File: src/sv/rmf_pkg.sv
`timescale 1ns / 1ps
// ----------------------------------------------------------------------------
// rmf_pkg: shared types and the CRC function of the read-master framer
// Result kinds, register indexes, the receive report and the CRC-16 step.
// ----------------------------------------------------------------------------
package rmf_pkg;

  localparam logic [15:0] CRC_INIT = 16'hFFFF;
  localparam logic [15:0] CRC_POLY = 16'hA001;

  typedef enum logic [1:0] {
    KIND_REQ     = 2'd0,
    KIND_GOOD    = 2'd1,
    KIND_CRC_ERR = 2'd2
  } kind_t;

  typedef enum logic [1:0] {
    REG_SLAVE    = 2'd0,
    REG_FUNCTION = 2'd1,
    REG_START    = 2'd2,
    REG_QUANTITY = 2'd3
  } reg_index_t;

  // frame-end report from the receive checker
  typedef struct packed {
    logic        good;
    logic [7:0]  slave;
    logic [7:0]  func;
    logic [7:0]  count;
    logic [15:0] crc_rx;
    logic [15:0] crc_local;
  } report_t;

  // one byte of the reflected CRC-16, all eight bit steps
  function automatic logic [15:0] crc_byte(input logic [15:0] crc_in, input logic [7:0] b);
    logic [15:0] c;
    c = crc_in ^ {8'h00, b};
    for (int k = 0; k < 8; k++) begin
      c = c[0] ? ((c >> 1) ^ CRC_POLY) : (c >> 1);
    end
    return c;
  endfunction

endpackage

File: src/sv/modbus_rtu_read_master_framer.sv
`timescale 1ns / 1ps
// ----------------------------------------------------------------------------
// modbus_rtu_read_master_framer: Modbus RTU read request framer and
// response checker
//   Input channel (in_valid/in_stall): mode 0 asks for one 8-byte read
//   request; mode 1 carries one received response byte in rx_byte.
//   Output channel (out_valid/out_stall): request bytes (kind 0, last on the
//   CRC high byte) and one frame-end report per response (kind 1 good,
//   kind 2 CRC error, last set, header and both CRCs).
//   A frame-end report is registered into the output in the cycle after its
//   final byte is taken; a taken request first sets the sequencer active.
//   Response bytes are taken one per cycle unless stalled; the sequencer emits
//   one byte per cycle into the output register while it is not stalled,
//   running the CRC over the six header bytes as it goes, and takes the next
//   request only after its eighth byte. Response bytes that end no frame are
//   taken even while a request drains; a frame-end byte and a new request
//   wait for the sequencer. Reset restores the register defaults (slave 1,
//   function 3, start 0, quantity 5) and starts a fresh response frame.
//   A stalled output holds its request; input is then stalled only when an
//   item needs the output register.
// ----------------------------------------------------------------------------
module modbus_rtu_read_master_framer import rmf_pkg::*; (
  input  logic        clk,
  input  logic        rst,
  input  logic        cfg_write,
  input  logic [1:0]  cfg_index,
  input  logic [15:0] cfg_data,
  input  logic        in_valid,
  output logic        in_stall,
  input  logic        mode,
  input  logic [7:0]  rx_byte,
  output logic        out_valid,
  input  logic        out_stall,
  output logic [1:0]  kind,
  output logic [7:0]  tx_byte,
  output logic        last,
  output logic [7:0]  resp_slave,
  output logic [7:0]  resp_function,
  output logic [7:0]  resp_count,
  output logic [15:0] crc_received,
  output logic [15:0] crc_computed
);

  logic [7:0]  slave_address;
  logic [7:0]  function_code;
  logic [15:0] start_register;
  logic [15:0] register_quantity;

  logic        seq_active;
  logic [2:0]  seq_idx;
  logic [15:0] seq_crc;
  logic [7:0]  req_byte;

  logic        out_free;
  logic        in_accept;
  logic        rx_take;
  logic        frame_end;
  report_t     report;
  logic        seq_emit;
  logic        rpt_emit;

  assign out_free  = !out_valid || !out_stall;
  assign in_stall  = mode ? (frame_end && (seq_active || !out_free)) : seq_active;
  assign in_accept = in_valid && !in_stall;
  assign rx_take   = in_accept && mode;
  assign seq_emit  = seq_active && out_free;
  assign rpt_emit  = rx_take && frame_end;

  rmf_rx_check u_rx_check (
    .clk       (clk),
    .rst       (rst),
    .take      (rx_take),
    .rx_byte   (rx_byte),
    .frame_end (frame_end),
    .report    (report)
  );

  always_comb begin
    unique case (seq_idx)
      3'd0:    req_byte = slave_address;
      3'd1:    req_byte = function_code;
      3'd2:    req_byte = start_register[15:8];
      3'd3:    req_byte = start_register[7:0];
      3'd4:    req_byte = register_quantity[15:8];
      3'd5:    req_byte = register_quantity[7:0];
      3'd6:    req_byte = seq_crc[7:0];
      default: req_byte = seq_crc[15:8];
    endcase
  end

  always_ff @(posedge clk) begin
    if (rst) begin
      slave_address     <= 8'd1;
      function_code     <= 8'd3;
      start_register    <= 16'd0;
      register_quantity <= 16'd5;
    end else if (cfg_write) begin
      unique case (reg_index_t'(cfg_index))
        REG_SLAVE:    slave_address     <= cfg_data[7:0];
        REG_FUNCTION: function_code     <= cfg_data[7:0];
        REG_START:    start_register    <= cfg_data;
        REG_QUANTITY: register_quantity <= cfg_data;
        default:      ;
      endcase
    end
  end

  always_ff @(posedge clk) begin
    if (rst) begin
      seq_active <= 1'b0;
      seq_idx    <= '0;
      seq_crc    <= CRC_INIT;
      out_valid  <= 1'b0;
    end else begin
      if (in_accept && !mode) begin
        seq_active <= 1'b1;
        seq_idx    <= '0;
        seq_crc    <= CRC_INIT;
      end else if (seq_emit) begin
        seq_idx <= seq_idx + 3'd1;
        if (seq_idx == 3'd7) seq_active <= 1'b0;
        if (seq_idx < 3'd6) seq_crc <= crc_byte(seq_crc, req_byte);
      end
      if (seq_emit || rpt_emit) begin
        out_valid <= 1'b1;
      end else if (!out_stall) begin
        out_valid <= 1'b0;
      end
    end
  end

  always_ff @(posedge clk) begin
    if (seq_emit) begin
      kind          <= KIND_REQ;
      tx_byte       <= req_byte;
      last          <= (seq_idx == 3'd7);
      resp_slave    <= '0;
      resp_function <= '0;
      resp_count    <= '0;
      crc_received  <= '0;
      crc_computed  <= '0;
    end else if (rpt_emit) begin
      kind          <= report.good ? KIND_GOOD : KIND_CRC_ERR;
      tx_byte       <= '0;
      last          <= 1'b1;
      resp_slave    <= report.slave;
      resp_function <= report.func;
      resp_count    <= report.count;
      crc_received  <= report.crc_rx;
      crc_computed  <= report.crc_local;
    end
  end

endmodule

File: src/sv/rmf_rx_check.sv
`timescale 1ns / 1ps
// ----------------------------------------------------------------------------
// rmf_rx_check: response frame tracker and CRC check
// Follows byte position, holds the header, accumulates the CRC and builds
// the report for the frame's final byte.
// ----------------------------------------------------------------------------
module rmf_rx_check import rmf_pkg::*; (
  input  logic       clk,
  input  logic       rst,
  input  logic       take,
  input  logic [7:0] rx_byte,
  output logic       frame_end,
  output report_t    report
);

  logic [8:0]  byte_position;
  logic [7:0]  declared_count;
  logic [15:0] running_crc;
  logic [7:0]  held_slave;
  logic [7:0]  held_function;
  logic [7:0]  crc_low_byte;

  logic [8:0]  crc_pos;
  logic        in_body;
  logic        crc_slot;
  logic [15:0] rx_crc;

  assign crc_pos   = 9'd3 + {1'b0, declared_count};
  assign in_body   = (byte_position <= 9'd2) || (byte_position < crc_pos);
  assign crc_slot  = (byte_position == crc_pos);
  assign frame_end = !in_body && !crc_slot;
  assign rx_crc    = {rx_byte, crc_low_byte};

  assign report.good      = (rx_crc == running_crc);
  assign report.slave     = held_slave;
  assign report.func      = held_function;
  assign report.count     = declared_count;
  assign report.crc_rx    = rx_crc;
  assign report.crc_local = running_crc;

  always_ff @(posedge clk) begin
    if (rst) begin
      byte_position  <= '0;
      declared_count <= '0;
      running_crc    <= CRC_INIT;
      held_slave     <= '0;
      held_function  <= '0;
      crc_low_byte   <= '0;
    end else if (take) begin
      if (in_body) begin
        if (byte_position == 9'd0) held_slave <= rx_byte;
        if (byte_position == 9'd1) held_function <= rx_byte;
        if (byte_position == 9'd2) declared_count <= rx_byte;
        running_crc   <= crc_byte(running_crc, rx_byte);
        byte_position <= byte_position + 9'd1;
      end else if (crc_slot) begin
        crc_low_byte  <= rx_byte;
        byte_position <= byte_position + 9'd1;
      end else begin
        byte_position <= '0;
        running_crc   <= CRC_INIT;
      end
    end
  end

endmodule

File: config.mk
export PLATFORM = sky130hd
export DESIGN_NAME = modbus_rtu_read_master_framer
export DESIGN_NICKNAME = d
export VERILOG_FILES = /design/src/sv/rmf_pkg.sv /design/src/sv/modbus_rtu_read_master_framer.sv /design/src/sv/rmf_rx_check.sv
export SDC_FILE = /design/constraint.sdc
export NUM_CORES = 1
export LEC_CHECK = 0
export BUFFER_PORTS_ARGS = -buffer_cell sky130_fd_sc_hd__buf_2
export CAP_MARGIN = 20
export CORE_MARGIN = 4
export CORE_UTILIZATION = 32
export DETAILED_ROUTE_END_ITERATION = 12
export HOLD_SLACK_MARGIN = 0.08
export SLEW_MARGIN = 25
export SYNTH_ARGS = -nofsm -noshare
export SYNTH_HDL_FRONTEND = slang
export SYNTH_SLANG_ARGS = --single-unit
File: constraint.sdc
create_clock -name clk -period 4.03 [get_ports clk]
set_clock_uncertainty 0.05 [all_clocks]
set_input_delay 0.403 -clock clk [delete_from_list [all_inputs] [get_ports clk]]
set_output_delay 0.403 -clock clk [all_outputs]
set_load 0.02 [all_outputs]
==> metrics, run 1 <==
post-cts gate resize count=0; global-route wire length before repair=34.9 mm; via density per instance=4.90; number of nets in the layout=1091; worst slack at placement=483 ps; slowest stage cell on the critical path=or4_4; leakage=0.00404 uW; initial antenna violation count=1; TritonRoute pass-1 iters=5; crit start category=flop; GPL Wtd Cong=0.867; CTS Buf Count=17; hold buffers post-CTS=0; Detailed Place HPWL=15.4 mm; share of cells above drive strength 1=0.154; synthesized area per cell=8.69 um^2; n_diodes=0; Synth Flop Type=dfxtp_1; synth top area cells=dfxtp_1, nand2_1, a21oi_1; Crit. End Element=flop; Fin. Hold Viols=0; area of the core=26100 um^2; setup_tns=0 ps; HP Start=cfg_data[12]; syn nets=1027; Placed Area=9230 um^2; largest net degree at the start of global routing=66; initial DRC count=425; Max-slew headroom=0.332; maximum vdd drop=282 uV; Final ANT Viol Nets=0; H-tree lvl count=4; Worst Tran Pin Value=998 ps; final wirelength=21.8 mm; status=finished, final reports clean; RR Startpoint=seq_idx[0]; root buffer cell=clkbuf_16; Post-CTS Setup Repair Bufs=0; CP max FO=16; Hold WS=167 ps; Register-to-Register Path Depth=9; RSZ-0062 raised after global routing=false; Layout area overhead=16.0%; io pins=101; Netlist cell types=52; Max stage delay on crit path=720 ps; CP required=4350 ps; setup slack after layout=433 ps; worst hold path type=in -> reg; mapped cell area=8480 um^2; number of global-route vias before repair=6453; Max Clk Rate=278 MHz; WHS Path Cells=3; Finished Cell Area=9830 um^2; Initial Util=0.325; Synth warnings=0; final setup vio count=0; # clock sinks=193; CTS max path bufs=2; Slew Viols, Final=0; register area share after synthesis=0.466; Synth top area share=0.435; Max Cap Viol=0; die height=171 um; die area=29200 um^2; minimum clock period=3600 ps; final core occ=0.377; Rows=59; #FFs+latches synth=193; die span in x=171 um; Port Buffers=100; EDFF count, synth=9; Async SR Flop Fraction=0; total number of vias=6794; Arr. time, crit path=3910 ps; CTS tree=built; Reg clk slew, reported paths=70 ps; DR DRC count=0; leading area contributor after synthesis=dfxtp_1; Syn Inst Count=975; Crit Path Class=reg -> reg; Clk Latency, worst-skew pair=430 ps; Total GRT Usage=0.148; crit-path cells=inv_1 > ha_1 > or4_4 > o22a_1 > xnor2_1 > xnor3_1 > xnor3_2 > xor3_1 > o21ai_1; WL/cell=15.7 um; Crit. Startpoint=seq_idx[0]; Power Density=447 nW/um^2; total grt overflow=0; period utilisation layout=0.893
## report_power, final
| group | internal, uW | leakage (uW) | total [uW] | switching [uW] |
|---|---|---|---|---|
| combinational | 285 | 0.00216 | 618 | 333 |
| sequential | 1980 | 0.00158 | 2050 | 64.7 |
| clock | 939 | 0.000294 | 1730 | 789 |
| total | 3210 | 0.00404 | 4400 | 1190 |
## worst max-delay path: cells and delay by family, from the launching register on
kind | cells | cell delay (ps)
compound gates | 2 | 410
flops | 1 | 400
xor+xnor | 4 | 1470
fa+ha+maj | 1 | 400
buf+inv | 1 | 90
simple gates | 1 | 720
## per-layer routing
metal | routed length [um] | up-vias | track usage
li1 | - | 3418 | -
met1 | 10900 | 3241 | 0.211
met2 | 9790 | 106 | 0.230
met3 | 815 | 27 | 0.0303
met4 | 301 | 2 | 0.0417
met5 | 13 | - | 0
## final timing paths
path                           endpoint  slack [ps]
hold reg to reg           resp_slave[7]         400
setup / recovery             seq_crc[0]         430
hold / removal    register_quantity[12]         170
setup reg to reg             seq_crc[0]         430
## area by class of cell
cell class / instances / area (um^2)
inverters: 15 / 56.3
clock buffers: 18 / 429
fillers: 2654 / 16200
multi-input cells: 703 / 4220
well taps: 335 / 419
flip-flops and latches: 193 / 3950
clock inverters: 14 / 171
repair buffers: 109 / 581
## synth_stat cells (4+ instances only)
| cell | count |
|---|---|
| a21oi_1 | 107 |
| a22oi_1 | 9 |
| a31oi_1 | 5 |
| and2_1 | 6 |
| and3_1 | 5 |
| clkbuf_1 | 57 |
| dfxtp_1 | 184 |
| edfxtp_1 | 9 |
| ha_1 | 20 |
| inv_1 | 15 |
| mux2_2 | 6 |
| mux2i_1 | 49 |
| nand2_1 | 220 |
| nand2b_1 | 18 |
| nand3_1 | 24 |
| nand3b_1 | 5 |
| nand4_1 | 11 |
| nor2_1 | 66 |
| nor3_1 | 12 |
| o211ai_1 | 10 |
| o21ai_0 | 11 |
| o21ai_1 | 4 |
| o22ai_1 | 15 |
| xnor2_1 | 45 |
| xor2_1 | 20 |
## through the flow
step	cells	power (uW)
floorplan	975	2570
global placement	1355	2700
detailed placement	1355	2710
CTS	1387	4430
global route	1387	4560
finish	1387	4400
## flip-flops by register name, indices dropped and copies added, names as in the netlist
name and count:
crc_computed 16, crc_received 16, register_quantity 16, seq_crc 16, start_register 16, u_rx_check.running_crc 16, u_rx_check.byte_position 9, function_code 8
resp_count 8, resp_function 8, resp_slave 8, slave_address 8, tx_byte 8, u_rx_check.crc_low_byte 8, u_rx_check.declared_count 8, u_rx_check.held_function 8
u_rx_check.held_slave 8, seq_idx 3, kind 2, last 1, out_valid 1, seq_active 1
## kinds of logic (layout without fill, tap and decap cells)
| kind of cell | count (synthesis) | count (layout) | synth area share |
|---|---|---|---|
| buffers and inverters | 79 | 156 | 0.0381 |
| AND/OR/NAND/NOR | 376 | 376 | 0.189 |
| flip-flops | 193 | 193 | 0.466 |
| multiplexers | 55 | 55 | 0.0658 |
| AO/OA/AOI/OAI | 180 | 180 | 0.128 |
| XOR/XNOR | 72 | 72 | 0.0831 |
| adder cells (fa/ha/maj) | 20 | 20 | 0.0295 |
## cells in the final DEF (no fill, tap or decap), types with 4 or more instances in the layout
master	instances
a21oi_1	106
a22oi_1	9
a31oi_1	5
and2_1	6
and3_1	4
buf_2	100
buf_4	8
clkbuf_16	17
dfxtp_1	184
edfxtp_1	9
ha_1	20
inv_1	15
inv_6	4
mux2_2	6
mux2i_1	49
nand2_1	220
nand2b_1	18
nand3_1	23
nand3b_1	5
nand4_1	11
nor2_1	65
nor3_1	12
o211ai_1	10
o21ai_0	11
o21ai_1	4
o22ai_1	15
xnor2_1	45
xor2_1	20
Note: power is estimated with default switching activity, not from simulation.
==> run 2: changes to the inputs <==
Settings changed: SYNTH_HIERARCHICAL from default to 1.
==> metrics, run 2 <==
CTS max path bufs=2; final setup vio count=0; TritonRoute pass-1 iters=6; Crit. End Element=primary output; Crit Path Class=reg -> out; EDFF count, synth=9; top post-synthesis cells by count=nand2_1, dfxtp_1, a21oi_1, clkbuf_1, nor2_1; number of nets in the layout=1146; crit start category=flop; total grt overflow=0; leakage=0.00399 uW; HP Start=cfg_data[13]; Worst Tran Pin Value=824 ps; DR DRC count=0; Rows=60; most frequent cells in the layout=nand2_1, dfxtp_1, a21oi_1, buf_2, nor2_1; die span in x=175 um; share of cells above drive strength 1=0.183; Placed Area=9620 um^2; fin cells=1479; Synth top area share=0.413; CP max FO=5; final wirelength=24.2 mm; status=finished, final reports clean; synth top area cells=dfxtp_1, nand2_1, a21oi_1; global-route wire length before repair=38.8 mm; die area=30600 um^2; Reg clk slew, reported paths=80 ps; Max Clk Rate=269 MHz; number of global-route vias before repair=7037; CTS Buf Count=17; # clock sinks=193; most common cell in the netlist=nand2_1; CP required=3580 ps; period utilisation layout=0.924; Detailed Place HPWL=16.8 mm; Layout area overhead=15.4%; Placed Instances=1447; worst hold path type=in -> reg; initial DRC count=631; WL/cell=16.3 um; Async SR Flop Fraction=0; Total GRT Usage=0.157; Synth warnings=6; area of the core=27200 um^2; leading area contributor after synthesis=dfxtp_1; initial antenna violation count=1; Slew Viols, Final=0; setup_tns=0 ps; maximum vdd drop=273 uV; Crit. Startpoint=u_rx_check/declared_count[0]; H-tree lvl count=4; RSZ-0062 raised after global routing=false; Port Buffers=100; largest net degree at the start of global routing=69; Power Density=441 nW/um^2; Post-CTS Setup Repair Bufs=0; CTS tree=built; Fin. Hold Viols=0; Syn Inst Count=1039; root buffer cell=clkbuf_16; final core occ=0.378; commonest non-fill, non-tap cell in the layout=nand2_1; die height=175 um; RR Startpoint=u_rx_check/declared_count[0]; Max Cap Viol=0; Max-slew headroom=0.449; Initial Util=0.328; Synth Flop Type=dfxtp_1; GPL Wtd Cong=0.863; #FFs+latches synth=193; mapped cell area=8910 um^2; synthesized area per cell=8.58 um^2; Netlist cell types=68; total number of vias=7309; io pins=101; syn nets=1091; minimum clock period=3720 ps; register area share after synthesis=0.444; Finished Cell Area=10300 um^2; Clk Latency, worst-skew pair=440 ps; via density per instance=4.94; Final ANT Viol Nets=0; Arr. time, crit path=3270 ps
[run 2: where the power goes]
part           internal, uW  switching (uW)  total [uW]
Sequential             1980            62.7        2040
Clock                  1060             797        1860
Combinational           283             347         630
[run 2: repair_timing]
| action | 4_1_cts | 5_1_grt |
|---|---|---|
| hold buffers | 0 | 0 |
| setup endpoints to repair | 0 | 56 |
| gates resized for setup | 0 | 4 |
[run 2: worst max-delay path, cell delays in order, from the launching register on]
cell      delay [ps]
dfxtp_1          380
inv_1             80
ha_1             230
nor2_1           160
and3_1           210
xnor2_1           80
ha_1             330
o21a_1           140
nor2_1            50
a311oi_2         300
o21ai_2          130
nor2_4           180
inv_1             80
a21oi_1          250
buf_2            220
[run 2: cells by family after synthesis]
logic type / share of synthesized area
simple gates: 0.192
compound gates: 0.160
flops: 0.444
buf+inv: 0.0521
xor+xnor: 0.0802
mux: 0.0438
fa+ha+maj: 0.0281
[run 2: layout make-up]
type | instances | area, um^2
Antenna cell | 1 | 2.50
Clock buffer | 17 | 425
Clock inverter | 14 | 215
Fill cell | 2830 | 16900
Inverter | 13 | 48.8
Multi-Input combinational cell | 753 | 4540
Sequential cell | 193 | 3950
Tap cell | 372 | 465
Timing Repair Buffer | 116 | 633
[run 2: through the flow]
stage	setup slack, ps	total power, uW	hold WS, ps
after floorplan	288	2580	378
after global placement	487	2710	389
after detailed placement	277	2720	394
after CTS	195	4570	145
after global routing	35.6	4720	142
final	308	4530	155
[run 2: path summary, 6_finish.rpt]
kind | end | slack (ps) | cells after the start
worst max-delay path | in_stall | 310 | 14
worst min-delay path | register_quantity[13] | 150 | 3
worst max register to register | u_rx_check/held_slave[7] | 370 | 15
worst min register to register | resp_count[4] | 400 | 2
[run 2: layer usage]
layer  wire length (um)  up-vias  share of wire  track usage
met5                  0        -              0            0
met4                702        0          0.029       0.0638
met3               1010       37          0.042       0.0294
met2              11200      178           0.46        0.246
met1              11300     3452           0.47        0.214
li1                   -     3642              -            -
==> run 3: changes to the inputs <==
Settings changed: ABC_AREA from default to 1.
==> metrics, run 3 <==
sequential fraction of design power=0.463; Simple-Gate Fraction of Synth Area=0.283; Final ANT Viol Nets=0; Crit Path Class=reg -> out; H-tree lvl count=4; Sw Pwr=1230 uW; mapped cell area=9190 um^2; Post-Synth Adder-Cell Area=0.0272; Netlist cell types=43; Reg clk slew, reported paths=80 ps; setup_tns=0 ps; Int Pwr=3160 uW; die span in x=177 um; Clk Latency, worst-skew pair=440 ps; share of cells above drive strength 1=0.155; maximum vdd drop=311 uV; Power Density=413 nW/um^2; CTS max path bufs=2; Placed Instances=1702; minimum clock period=3690 ps; root buffer cell=clkbuf_16; DR DRC count=0; fin cells=1736; Finished Cell Area=10600 um^2; Async SR Flop Fraction=0; number of nets in the layout=1397; number of global-route vias before repair=7584; largest net degree at the start of global routing=60; n_diodes=0; WL/cell=14.5 um; most frequent cells in the layout=nand2_1, dfxtp_1, a21oi_1, nor2_1, inv_1; die height=177 um; Worst Tran Pin Value=825 ps; CP max FO=4; # clock sinks=193; TritonRoute pass-1 iters=5; leakage=0.00480 uW; initial antenna violation count=1; Crit. End Element=primary output; Placed Area=9950 um^2; io pins=101; Synth top area share=0.401; Port Buffers=100; RSZ-0062 raised after global routing=false; commonest non-fill, non-tap cell in the layout=nand2_1; clock power share=0.420; total grt overflow=0; CP required=3580 ps; portion of netlist area occupied by mux cells=0; Compound-Gate Fraction of Synth Area=0.147; period utilisation layout=0.914; Fin. Hold Viols=0; Synth warnings=6; Slew Viols, Final=0; crit-path cells=inv_1 > ha_1 > or2_2 > nor3_2 > nand2_1 > xor2_1 > ha_1 > nand2_2 > nor2_4 > nand4_2 > o21ai_2 > nand2_4 > nor2_2 > inv_1 > a21oi_2 > buf_2; GPL Wtd Cong=0.865; syn nets=1323; Syn Inst Count=1271; initial DRC count=543; Rows=61; leading area contributor after synthesis=dfxtp_1; die area=31500 um^2; Layout area overhead=15.7%; register area share after synthesis=0.430; Synth Area in XOR/XNOR=0.0267; top post-synthesis cells by count=nand2_1, dfxtp_1, a21oi_1, nor2_1, inv_1; global-route wire length before repair=40.8 mm; hold buffers post-CTS=0; Total GRT Usage=0.161; most common cell in the netlist=nand2_1; Max Clk Rate=271 MHz; worst hold path type=in -> reg; Initial Util=0.327; Logic pwr share=0.117; Max Cap Viol=0; final wirelength=25.2 mm; Detailed Place HPWL=17.9 mm; area of the core=28100 um^2; main combinational cell family by area after synthesis=simple AND/OR/NAND/NOR gates; Max stage delay on crit path=330 ps; crit start category=flop; slowest stage cell on the critical path=dfxtp_1; synthesized area per cell=7.23 um^2; Arr. time, crit path=3230 ps; CTS tree=built; via density per instance=4.82; Synth Flop Type=dfxtp_1; #FFs+latches synth=193; total number of vias=8367; EDFF count, synth=9; status=finished, final reports clean; Max-slew headroom=0.450; CTS Buf Count=17; synth top area cells=dfxtp_1, nand2_1, a21oi_1; switching share of power=0.280; final setup vio count=0
run 3: cell count changes after synthesis, moves of 20 or more:
cell / delta
nand2_2: +22
inv_1: +94
o21ai_0: +72
nand3_1: +49
xnor2_1: -22
mux2i_1: -21
clkbuf_1: -20
nor2_1: +68
nand2_1: +93
run 3: what timing repair did:
action | in CTS | in global routing
hold endpoints to repair | 0 | 0
setup endpoints to repair | 0 | 75
buffers inserted | 0 | 2
gates resized for setup | 0 | 5
run 3: area by class of cell:
type	count	area (um^2)
clock buffers	17	425
multi-input cells	899	4460
fillers	2981	17500
well taps	378	473
inverters	118	452
clock inverters	15	221
flip-flops and latches	193	3950
repair buffers	116	637
run 3: through the flow:
step            util  setup WS [ps]  hold slack (ps)  total power [uW]
6_report       0.378            345              150              4390
5_1_grt        0.378           63.2              164              4590
4_1_cts        0.377           42.6              131              4420
3_5_place_dp   0.354           40.3              385              2580
3_3_place_gp   0.354            169              383              2570
2_1_floorplan      -            394              374              2440
run 3: power groups by stage:
stage                     Clock [uW]  Sequential [uW]  Combinational (uW)
after floorplan                    0             2070                 374
after global placement             0             2070                 498
after detailed placement           0             2080                 508
after CTS                       1880             2030                 510
after global routing            1960             2040                 583
final                           1850             2030                 513
run 3: logic make-up after synthesis:
| kind of cell | after synthesis |
|---|---|
| and+or+nand+nor | 600 |
| buffers and inverters | 179 |
| DFF | 193 |
| xor gates and xnor gates | 28 |
| adders and majority gates | 20 |
| AOI/OAI and AO/OA | 251 |
run 3: path summary, 6_finish.rpt:
path	slack, ps	endpoint	startpoint	depth (start not counted)
setup / recovery	340	in_stall	u_rx_check/declared_count[0]	16
hold / removal	150	register_quantity[11]	cfg_data[11]	3
setup reg to reg	400	u_rx_check/declared_count[4]	u_rx_check/declared_count[0]	22
hold reg to reg	390	u_rx_check/held_slave[1]	u_rx_check/held_slave[1]	2
run 3: layer usage:
layer	GRT usage	up-vias	part of all wire
li1	-	4255	-
met1	0.232	3866	0.50
met2	0.239	211	0.42
met4	0.0551	2	0.019
met3	0.0339	33	0.065
met5	0	-	0.00052
run 3: worst max-delay path, delay by kind of cell, from the launching register on:
| kind | cells | cell delay, ps |
|---|---|---|
| simple gates | 8 | 1020 |
| fa+ha+maj | 2 | 520 |
| xor+xnor | 1 | 150 |
| buf+inv | 3 | 380 |
| flops | 1 | 330 |
| compound gates | 2 | 400 |
